### config.mk
export PLATFORM = sky130hd
export DESIGN_NAME = keyed_record_list_top
export DESIGN_NICKNAME = d
export VERILOG_FILES = /design/src/design/krl_pkg.sv /design/src/design/krl_seq.sv /design/src/design/krl_dpath.sv /design/src/design/keyed_record_list_top.sv
export SDC_FILE = /design/constraint.sdc
export NUM_CORES = 2
export LEC_CHECK = 0
export BUFFER_PORTS_ARGS = -buffer_cell sky130_fd_sc_hd__buf_4
export CORE_UTILIZATION = 45
export DETAILED_ROUTE_END_ITERATION = 6
export SYNTH_ARGS = -nofsm -noshare
export SYNTH_HDL_FRONTEND = slang
export SYNTH_SLANG_ARGS = --single-unit
### constraint.sdc
create_clock -name aclk -period 5.5 [get_ports aclk]
set_input_delay 0.275 -clock aclk [delete_from_list [all_inputs] [get_ports aclk]]
set_output_delay 0.275 -clock aclk [all_outputs]
set_load 0.01 [all_outputs]
### src/design/krl_pkg.sv
// Shared types, codes and the microcode table of the keyed record list.
// Used by krl_seq, krl_dpath and keyed_record_list_top; no dependencies.
package krl_pkg;

    localparam int KRL_CAPACITY = 64;

    // Field widths of the streams.
    localparam int OP_W       = 2;
    localparam int KEY_W      = 31;
    localparam int SCORE_W    = 10;
    localparam int STATUS_W   = 2;
    localparam int POS_W      = 6;
    localparam int COUNT_W    = 7;
    localparam int IN_TDATA_W = 64;
    localparam int OUT_BITS_W = STATUS_W + POS_W + 3 * SCORE_W + COUNT_W;
    localparam int OUT_TDATA_W = ((OUT_BITS_W + 7) / 8) * 8;
    localparam int ENTRY_W    = KEY_W + 3 * SCORE_W;

    localparam logic [OP_W-1:0] OP_LOOKUP = 2'd2;

    localparam logic [STATUS_W-1:0] ST_OK    = 2'd0;
    localparam logic [STATUS_W-1:0] ST_FULL  = 2'd1;
    localparam logic [STATUS_W-1:0] ST_EMPTY = 2'd2;
    localparam logic [STATUS_W-1:0] ST_MISS  = 2'd3;

    // Branch conditions.
    localparam logic [3:0] C_NEXT    = 4'd0;
    localparam logic [3:0] C_ALWAYS  = 4'd1;
    localparam logic [3:0] C_NACC    = 4'd2;
    localparam logic [3:0] C_OPC     = 4'd3;
    localparam logic [3:0] C_FULL    = 4'd4;
    localparam logic [3:0] C_EMPTY   = 4'd5;
    localparam logic [3:0] C_NDONE   = 4'd6;
    localparam logic [3:0] C_NHIT    = 4'd7;
    localparam logic [3:0] C_LOOKUP  = 4'd8;
    localparam logic [3:0] C_NOSHIFT = 4'd9;
    localparam logic [3:0] C_IDXLT   = 4'd10;
    localparam logic [3:0] C_OFREE   = 4'd11;

    localparam logic [1:0] CNT_HOLD = 2'd0;
    localparam logic [1:0] CNT_INC  = 2'd1;
    localparam logic [1:0] CNT_DEC  = 2'd2;
    localparam logic [1:0] CNT_CLR  = 2'd3;

    localparam logic [1:0] PSEL_ZERO  = 2'd0;
    localparam logic [1:0] PSEL_COUNT = 2'd1;
    localparam logic [1:0] PSEL_FOUND = 2'd2;

    // Program steps.
    localparam int UPC_W = 5;
    localparam logic [UPC_W-1:0] S_IDLE      = 5'd0;
    localparam logic [UPC_W-1:0] S_DISP      = 5'd1;
    localparam logic [UPC_W-1:0] S_JTAB      = 5'd2;
    localparam logic [UPC_W-1:0] S_J_REMOVE  = 5'd3;
    localparam logic [UPC_W-1:0] S_J_LOOKUP  = 5'd4;
    localparam logic [UPC_W-1:0] S_CLEAR     = 5'd5;
    localparam logic [UPC_W-1:0] S_APPEND    = 5'd6;
    localparam logic [UPC_W-1:0] S_APP_WR    = 5'd7;
    localparam logic [UPC_W-1:0] S_ERR_FULL  = 5'd8;
    localparam logic [UPC_W-1:0] S_SRCH_CHK  = 5'd9;
    localparam logic [UPC_W-1:0] S_SRCH_GO   = 5'd10;
    localparam logic [UPC_W-1:0] S_SRCH_LOOP = 5'd11;
    localparam logic [UPC_W-1:0] S_RESOLVE   = 5'd12;
    localparam logic [UPC_W-1:0] S_KIND      = 5'd13;
    localparam logic [UPC_W-1:0] S_SHIFT_GO  = 5'd14;
    localparam logic [UPC_W-1:0] S_SHIFT     = 5'd15;
    localparam logic [UPC_W-1:0] S_REM_OK    = 5'd16;
    localparam logic [UPC_W-1:0] S_ERR_EMPTY = 5'd17;
    localparam logic [UPC_W-1:0] S_ERR_MISS  = 5'd18;
    localparam logic [UPC_W-1:0] S_LOOK_OK   = 5'd19;
    localparam logic [UPC_W-1:0] S_FIN       = 5'd20;
    localparam logic [UPC_W-1:0] S_FIN_WAIT  = 5'd21;

    typedef struct packed {
        logic [3:0]          cond;
        logic [UPC_W-1:0]    target;
        logic                in_rdy;
        logic                rd_en;
        logic                idx_inc;
        logic                idx_ld_found;
        logic                wr_item;
        logic                wr_shift;
        logic                cmp_en;
        logic [1:0]          cnt_op;
        logic                res_ld;
        logic [STATUS_W-1:0] res_status;
        logic [1:0]          pos_sel;
        logic                sc_found;
        logic                out_ld;
    } krl_ctl_t;

    typedef struct packed {
        logic            in_valid;
        logic [OP_W-1:0] opcode;
        logic            full;
        logic            empty;
        logic            done;
        logic            hit;
        logic            lookup;
        logic            noshift;
        logic            idx_lt;
        logic            ofree;
    } krl_stat_t;

    localparam krl_ctl_t UC_NOP = '{
        cond: C_ALWAYS, target: S_IDLE, in_rdy: 1'b0, rd_en: 1'b0, idx_inc: 1'b0,
        idx_ld_found: 1'b0, wr_item: 1'b0, wr_shift: 1'b0, cmp_en: 1'b0,
        cnt_op: CNT_HOLD, res_ld: 1'b0, res_status: ST_OK, pos_sel: PSEL_ZERO,
        sc_found: 1'b0, out_ld: 1'b0
    };

    // The control store: one word per step.
    function automatic krl_ctl_t ucode(input logic [UPC_W-1:0] step);
        krl_ctl_t w;
        w = UC_NOP;
        case (step)
            S_IDLE: begin
                w.cond = C_NACC; w.target = S_IDLE; w.in_rdy = 1'b1;
            end
            S_DISP: begin
                w.cond = C_OPC; w.target = S_JTAB;
            end
            S_JTAB:     w.target = S_APPEND;
            S_J_REMOVE: w.target = S_SRCH_CHK;
            S_J_LOOKUP: w.target = S_SRCH_CHK;
            S_CLEAR: begin
                w.target = S_FIN; w.cnt_op = CNT_CLR; w.res_ld = 1'b1;
            end
            S_APPEND: begin
                w.cond = C_FULL; w.target = S_ERR_FULL;
            end
            S_APP_WR: begin
                w.target = S_FIN; w.wr_item = 1'b1; w.cnt_op = CNT_INC;
                w.res_ld = 1'b1; w.pos_sel = PSEL_COUNT;
            end
            S_ERR_FULL: begin
                w.target = S_FIN; w.res_ld = 1'b1; w.res_status = ST_FULL;
            end
            S_SRCH_CHK: begin
                w.cond = C_EMPTY; w.target = S_ERR_EMPTY;
            end
            S_SRCH_GO: begin
                w.cond = C_NEXT; w.rd_en = 1'b1; w.idx_inc = 1'b1;
            end
            S_SRCH_LOOP: begin
                w.cond = C_NDONE; w.target = S_SRCH_LOOP;
                w.rd_en = 1'b1; w.idx_inc = 1'b1; w.cmp_en = 1'b1;
            end
            S_RESOLVE: begin
                w.cond = C_NHIT; w.target = S_ERR_MISS;
            end
            S_KIND: begin
                w.cond = C_LOOKUP; w.target = S_LOOK_OK;
            end
            S_SHIFT_GO: begin
                w.cond = C_NOSHIFT; w.target = S_REM_OK; w.idx_ld_found = 1'b1;
            end
            S_SHIFT: begin
                w.cond = C_IDXLT; w.target = S_SHIFT;
                w.rd_en = 1'b1; w.idx_inc = 1'b1; w.wr_shift = 1'b1;
            end
            S_REM_OK: begin
                w.target = S_FIN; w.cnt_op = CNT_DEC; w.res_ld = 1'b1;
                w.pos_sel = PSEL_FOUND;
            end
            S_ERR_EMPTY: begin
                w.target = S_FIN; w.res_ld = 1'b1; w.res_status = ST_EMPTY;
            end
            S_ERR_MISS: begin
                w.target = S_FIN; w.res_ld = 1'b1; w.res_status = ST_MISS;
            end
            S_LOOK_OK: begin
                w.target = S_FIN; w.res_ld = 1'b1; w.pos_sel = PSEL_FOUND;
                w.sc_found = 1'b1;
            end
            S_FIN: begin
                w.cond = C_OFREE; w.target = S_IDLE; w.out_ld = 1'b1;
            end
            S_FIN_WAIT: w.target = S_FIN;
            default:    w = UC_NOP;
        endcase
        return w;
    endfunction

endpackage

### src/design/krl_seq.sv
// Microcode sequencer: step counter, control store lookup and branch logic.
// Depends on krl_pkg for the control word, status struct and program.
module krl_seq import krl_pkg::*; (
    input  logic      aclk,
    input  logic      aresetn,
    input  krl_stat_t st,
    output krl_ctl_t  ctl
);

    logic [UPC_W-1:0] upc_reg;
    logic [UPC_W-1:0] upc_next;
    logic             take;

    assign ctl = ucode(upc_reg);

    always_comb begin
        case (ctl.cond)
            C_NEXT:    take = 1'b0;
            C_ALWAYS:  take = 1'b1;
            C_NACC:    take = !st.in_valid;
            C_OPC:     take = 1'b1;
            C_FULL:    take = st.full;
            C_EMPTY:   take = st.empty;
            C_NDONE:   take = !st.done;
            C_NHIT:    take = !st.hit;
            C_LOOKUP:  take = st.lookup;
            C_NOSHIFT: take = st.noshift;
            C_IDXLT:   take = st.idx_lt;
            C_OFREE:   take = st.ofree;
            default:   take = 1'b0;
        endcase
        if (!take) begin
            upc_next = upc_reg + UPC_W'(1);
        end else if (ctl.cond == C_OPC) begin
            // Jump table indexed by the operation code.
            upc_next = ctl.target + UPC_W'(st.opcode);
        end else begin
            upc_next = ctl.target;
        end
    end

    always_ff @(posedge aclk) begin
        if (!aresetn) begin
            upc_reg <= S_IDLE;
        end else begin
            upc_reg <= upc_next;
        end
    end

endmodule

### src/design/krl_dpath.sv
// Datapath of the keyed record list: record memory, count, scan index,
// key compare, result registers and output register. Uses krl_pkg.
module krl_dpath import krl_pkg::*; #(
    parameter int CAPACITY = KRL_CAPACITY
) (
    input  logic                   aclk,
    input  logic                   aresetn,
    input  logic                   s_tvalid,
    output logic                   s_tready,
    input  logic [IN_TDATA_W-1:0]  s_tdata,
    output logic                   m_tvalid,
    input  logic                   m_tready,
    output logic [OUT_TDATA_W-1:0] m_tdata,
    input  krl_ctl_t               ctl,
    output krl_stat_t              st
);

    localparam int AW = (CAPACITY > 1) ? $clog2(CAPACITY) : 1;
    localparam int CW = $clog2(CAPACITY + 1);
    localparam logic [CW-1:0] CAP_C = CW'(CAPACITY);

    logic [ENTRY_W-1:0] mem [CAPACITY];

    logic [OP_W-1:0]    op_reg;
    logic [KEY_W-1:0]   key_reg;
    logic [3*SCORE_W-1:0] sc_reg;

    logic [CW-1:0] cnt_reg, cnt_next;
    logic [CW-1:0] idx_reg, idx_next;
    logic          rd_vld_reg;
    logic [AW-1:0] rd_idx_reg;
    logic [ENTRY_W-1:0] rd_data_reg;
    logic          hit_reg;
    logic [AW-1:0] found_idx_reg;
    logic [3*SCORE_W-1:0] found_sc_reg;

    logic [STATUS_W-1:0]  res_status_reg;
    logic [POS_W-1:0]     res_pos_reg;
    logic [3*SCORE_W-1:0] res_sc_reg;

    logic                   m_tvalid_reg;
    logic [OUT_TDATA_W-1:0] m_tdata_reg;

    logic          acc;
    logic          idx_lt;
    logic          rd_fire;
    logic          match;
    logic          last;
    logic          wr_en;
    logic [AW-1:0] wr_addr;
    logic [ENTRY_W-1:0] wr_data;
    logic          ofree;
    logic          out_ld;

    assign s_tready = ctl.in_rdy;
    assign acc      = s_tvalid & ctl.in_rdy;
    assign idx_lt   = idx_reg < cnt_reg;
    // Reads stop at the fill count, so the address never leaves the written range.
    assign rd_fire  = ctl.rd_en & idx_lt;
    assign match    = rd_vld_reg && (rd_data_reg[ENTRY_W-1:3*SCORE_W] == key_reg);
    assign last     = rd_vld_reg && ((CW'(rd_idx_reg) + CW'(1)) == cnt_reg);
    assign ofree    = !m_tvalid_reg || m_tready;
    assign out_ld   = ctl.out_ld & ofree;

    assign st.in_valid = s_tvalid;
    assign st.opcode   = op_reg;
    assign st.full     = cnt_reg == CAP_C;
    assign st.empty    = cnt_reg == '0;
    assign st.done     = match || last;
    assign st.hit      = hit_reg;
    assign st.lookup   = op_reg == OP_LOOKUP;
    assign st.noshift  = (CW'(found_idx_reg) + CW'(1)) == cnt_reg;
    assign st.idx_lt   = idx_lt;
    assign st.ofree    = ofree;

    // Append writes at the fill count; the shift writes each entry one place lower.
    always_comb begin
        wr_en   = ctl.wr_item | (ctl.wr_shift & rd_vld_reg);
        if (ctl.wr_item) begin
            wr_addr = cnt_reg[AW-1:0];
            wr_data = {key_reg, sc_reg};
        end else begin
            wr_addr = rd_idx_reg - AW'(1);
            wr_data = rd_data_reg;
        end
    end

    always_comb begin
        case (ctl.cnt_op)
            CNT_INC: cnt_next = cnt_reg + CW'(1);
            CNT_DEC: cnt_next = cnt_reg - CW'(1);
            CNT_CLR: cnt_next = '0;
            default: cnt_next = cnt_reg;
        endcase
        if (acc) begin
            idx_next = '0;
        end else if (ctl.idx_ld_found) begin
            idx_next = CW'(found_idx_reg) + CW'(1);
        end else if (ctl.idx_inc && idx_lt) begin
            idx_next = idx_reg + CW'(1);
        end else begin
            idx_next = idx_reg;
        end
    end

    always_ff @(posedge aclk) begin
        if (wr_en) begin
            mem[wr_addr] <= wr_data;
        end
        if (rd_fire) begin
            rd_data_reg <= mem[idx_reg[AW-1:0]];
            rd_idx_reg  <= idx_reg[AW-1:0];
        end
    end

    always_ff @(posedge aclk) begin
        if (!aresetn) begin
            cnt_reg      <= '0;
            idx_reg      <= '0;
            rd_vld_reg   <= 1'b0;
            hit_reg      <= 1'b0;
            m_tvalid_reg <= 1'b0;
        end else begin
            cnt_reg    <= cnt_next;
            idx_reg    <= idx_next;
            rd_vld_reg <= rd_fire;
            if (acc) begin
                hit_reg <= 1'b0;
            end else if (ctl.cmp_en && match) begin
                hit_reg <= 1'b1;
            end
            if (out_ld) begin
                m_tvalid_reg <= 1'b1;
            end else if (m_tready) begin
                m_tvalid_reg <= 1'b0;
            end
        end
    end

    always_ff @(posedge aclk) begin
        if (acc) begin
            op_reg  <= s_tdata[OP_W-1:0];
            key_reg <= s_tdata[OP_W+KEY_W-1:OP_W];
            sc_reg  <= s_tdata[OP_W+KEY_W+3*SCORE_W-1:OP_W+KEY_W];
        end
        if (ctl.cmp_en && match) begin
            found_idx_reg <= rd_idx_reg;
            found_sc_reg  <= rd_data_reg[3*SCORE_W-1:0];
        end
        if (ctl.res_ld) begin
            res_status_reg <= ctl.res_status;
            case (ctl.pos_sel)
                PSEL_COUNT: res_pos_reg <= POS_W'(cnt_reg);
                PSEL_FOUND: res_pos_reg <= POS_W'(found_idx_reg);
                default:    res_pos_reg <= '0;
            endcase
            res_sc_reg <= ctl.sc_found ? found_sc_reg : '0;
        end
        if (out_ld) begin
            m_tdata_reg <= OUT_TDATA_W'({COUNT_W'(cnt_reg), res_sc_reg,
                                         res_pos_reg, res_status_reg});
        end
    end

    assign m_tvalid = m_tvalid_reg;
    assign m_tdata  = m_tdata_reg;

endmodule

### src/design/keyed_record_list_top.sv
// Keyed record list: a list of records (key and three scores) in insertion
// order with append, remove by key, lookup by key and clear.
//
// The s_ stream carries one command item; the m_ stream returns exactly one
// result item per command, in order. A small microprogram steps a plain
// datapath: one record memory port each for read and write, one key compare.
// The record memory's single read port sets the scan rate of one entry per
// cycle for both the search and the shift-down after a remove.
// A new item is taken only when the program is back at its idle step, in the
// cycle after the previous result was loaded into the output register; the
// result may still wait there for the receiver. A stalled receiver holds the
// program in its final steps once a second result is ready.
// Reset empties the list (count zero) and drops any pending result; the
// memory contents are not cleared, since only entries below the count are
// ever read.
module keyed_record_list_top import krl_pkg::*; #(
    parameter int CAPACITY = KRL_CAPACITY
) (
    input  logic                   aclk,
    input  logic                   aresetn,
    input  logic                   s_tvalid,
    output logic                   s_tready,
    // operation[1:0], record_key[32:2], score_a[42:33], score_b[52:43],
    // score_c[62:53], zero[63]
    input  logic [IN_TDATA_W-1:0]  s_tdata,
    output logic                   m_tvalid,
    input  logic                   m_tready,
    // status[1:0], position[7:2], found_a[17:8], found_b[27:18],
    // found_c[37:28], entry_count[44:38], zero[47:45]
    output logic [OUT_TDATA_W-1:0] m_tdata
);

    krl_ctl_t  ctl;
    krl_stat_t st;

    krl_seq u_seq (
        .aclk    (aclk),
        .aresetn (aresetn),
        .st      (st),
        .ctl     (ctl)
    );

    krl_dpath #(
        .CAPACITY (CAPACITY)
    ) u_dpath (
        .aclk     (aclk),
        .aresetn  (aresetn),
        .s_tvalid (s_tvalid),
        .s_tready (s_tready),
        .s_tdata  (s_tdata),
        .m_tvalid (m_tvalid),
        .m_tready (m_tready),
        .m_tdata  (m_tdata),
        .ctl      (ctl),
        .st       (st)
    );

endmodule
==> flow_summary.json <==
{
  "cts.clk_slew.worst_paths_ns": 0.06,
  "syn_area_sq_um": 159000,
  "finalSetupTns_ns": 0,
  "final_cell_mix": "4,153 x edfxtp_1, 1,281 x mux4_2, 421 x clkbuf_16",
  "ys_ff_latch": 4175,
  "syn-mean-instance-area_sq_um": 24.6,
  "cts_root_buf": "clkbuf_16",
  "cp_max_fo": 25,
  "synth_seq_area_share": 0.786,
  "num_rows": 218,
  "clock_latency_ns": 0.99,
  "core-area_sq_um": 352000,
  "grt_max_degree": 135,
  "final.period_utilization": 0.755,
  "crit_buf_inv": 2,
  "routed_via_density": 6.15,
  "grt_pass1_wl_microns": 592000,
  "grt.total_usage": 0.239,
  "ant_nets": 0,
  "crit_end": "u_dpath.mem[45][52]",
  "die_h_microns": 597,
  "crit_top_cell": "nand2_1",
  "ctsResizeCount": 0,
  "seqCellArea_sq_um": 125000,
  "post_drt_wl_per_cell_microns": 35.1,
  "synth_top_area_frac": 0.783,
  "cpLargestDelayFamily": "simple AND/OR/NAND/NOR gates",
  "grt-ovfl-total": 0,
  "ys_async_sr_fraction": 0,
  "worstMarginPinSlew_ns": 1.34,
  "crit_slowest_cell": "nor2_4",
  "htreeDepth": 5,
  "dr.pass1.iters": 6,
  "slew_viol_final": 0,
  "start_util": 0.452,
  "routed_wl_microns": 427000,
  "timing.max_cap.violations": 0,
  "r2r_cells": 9,
  "grt_use_met3": 0.0422,
  "r2r_start": "u_seq.upc_reg[2]",
  "multi_input_area_sq_um": 33100,
  "yosys_most_used_dff": "edfxtp_1",
  "cts_tree": "yes",
  "crit_chain": "nand2b_1 > or2_4 > inv_4 > nand2_1 > o21a_1 > nor2_1 > nand2_1 > nor2_4 > buf_4",
  "fin_worst_skew_ns": 0.0628,
  "critical_path.max_stage_delay_ns": 0.87,
  "met2_usage": 0.384,
  "synthTopCellsByArea": "edfxtp_1 78%, mux4_2 18%, nand2_1 0.56%",
  "grt_pass1_vias": 74900,
  "numClockSinks": 4175,
  "num-fill-cells": 27000,
  "die_area_sq_um": 356000,
  "drtIter0Drc": 10200,
  "final_common_cell": "edfxtp_1",
  "drc": 0,
  "largest_reg_flops": 3904,
  "power_density_nw_per_um2": 351,
  "io_pins": 118,
  "rr_endpoint": "u_dpath.mem[45][52]",
  "hold_class": "primary input to register",
  "cts_setup_buffers": 0,
  "setup_viol": 0,
  "area.growth.synth_to_final_pct": 14.7,
  "yosysUniqueCellTypes": 67,
  "outcome": "completed",
  "vias": 74700,
  "io_buffers": 113,
  "cp-startpoint": "u_seq.upc_reg[2]",
  "die_w_microns": 597,
  "worstSetupPathType": "register to register",
  "peakVddDrop_uv": 285,
  "cp.required_ns": 6.11,
  "num-nets-final": 7175,
  "finalCriticalPeriod_ns": 4.15,
  "place.gp.congestion": 0.813,
  "dp_hpwl_microns": 231000,
  "synth_top_cell_by_area": "edfxtp_1",
  "rsz0062_at_grt": "no",
  "p_leak_nw": 54.7,
  "rrSetupSlack_ns": 1.35,
  "ys_warn_count": 0,
  "crit_cells": 9,
  "busiest_layer": "met2",
  "netlist_instances": 6465,
  "power.total_mw": 64.0,
  "cp_data_arrival_time_ns": 4.76,
  "hold_violations": 0,
  "start_kind": "register",
  "end_kind": "register",
  "fmax_mhz": 241,
  "antenna_found_initial": 25,
  "numCtsBuffers": 418,
  "drive_gt1_frac": 0.318,
  "max_slew_margin": 0.105,
  "clockBufferDepth": 4,
  "use_met1": 0.340,
  "synth_edf_count": 4153
}
==> cell usage after synthesis, drive strengths merged (4+ instances only) <==
master and count:
a211oi 7, a21o 10, a21oi 21, a22oi 9
a31oi 4, and2 35, and3 6, buf 151
clkbuf 177, dfxtp 22, edfxtp 4153, ha 24
inv 18, mux2i 8, mux4 1281, nand2 237
nand2b 13, nand3 12, nand4 9, nor2 114
nor2b 13, nor3 9, nor4 5, o21a 4
o21ai 15, or2 4, xnor2 54, xor2 11
==> through the flow <==
| step | area (sq um) | setup WS, ns | utilization | instances | hold slack (ns) |
|---|---|---|---|---|---|
| after detailed placement | 169000 | 1.41 | 0.478 | 11300 | 0.406 |
| after CTS | 183000 | 1.38 | 0.518 | 12100 | 0.000241 |
| after global routing | 183000 | 1.14 | 0.518 | 12100 | 0.0250 |
| final | 183000 | 1.35 | 0.518 | 12100 | 0.0683 |
| after floorplan | 159000 | 0.218 | - | 6467 | 0.374 |
| after global placement | 169000 | 1.48 | 0.478 | 11300 | 0.409 |
==> worst min-delay path by stage <==
| stage | start | end | slack, ns | cells past startpoint |
|---|---|---|---|---|
| finish | s_tdata[42] | u_dpath.sc_reg[9] | 0.07 | 2 |
| global route | s_tdata[42] | u_dpath.sc_reg[9] | 0.03 | 2 |
| CTS | s_tdata[50] | u_dpath.sc_reg[17] | 0.0002 | 2 |
| detailed placement | u_dpath.res_sc_reg[20] | u_dpath.m_tdata[28] | 0.41 | 0 |
| global placement | u_dpath.res_sc_reg[26] | u_dpath.m_tdata[34] | 0.41 | 0 |
| floorplan | s_tdata[2] | u_dpath.key_reg[0] | 0.37 | 0 |
==> power breakdown <==
group	switching, mW	leakage [nW]	internal, mW	total, mW
registers	0.259	37.5	35.0	35.2
clock network	12.0	6.36	15.5	27.5
logic	0.903	10.8	0.423	1.33
total	13.2	54.7	50.9	64.0
==> kinds of logic (layout without fill, tap and decap cells) <==
logic type | Yosys count | in the layout | synth area share
adders and majority gates | 26 | 26 | 0.00214
AOI/OAI and AO/OA | 96 | 96 | 0.00414
xor gates and xnor gates | 65 | 65 | 0.00358
muxes | 1290 | 1290 | 0.182
buffers and inverters | 346 | 1293 | 0.00928
DFF | 4175 | 4175 | 0.786
other | 1 | 8 | 0.0000236
and+or+nand+nor | 466 | 466 | 0.0128
==> layout make-up <==
| class | instances | share of cell area |
|---|---|---|
| inverters | 18 | 0.000384 |
| multi-input cells | 1946 | 0.181 |
| diodes | 5 | 0.0000685 |
| clock inverters | 256 | 0.0123 |
| well taps | 4730 | 0.0324 |
| clock buffers | 497 | 0.0592 |
| repair buffers | 522 | 0.0290 |
| flip-flops and latches | 4175 | 0.685 |
==> routing by layer <==
metal | vias up | wire [microns]
li1 | 29100 | -
met1 | 41200 | 169000
met2 | 3804 | 207000
met3 | 631 | 39000
met4 | 4 | 12000
met5 | - | 27
==> timing repair <==
item | in CTS | in global routing
hold endpoints to repair | 85 | 0
hold buffers | 93 | 0
endpoints found under the setup margin | 0 | 0
Power figures use the tool's default switching activity.
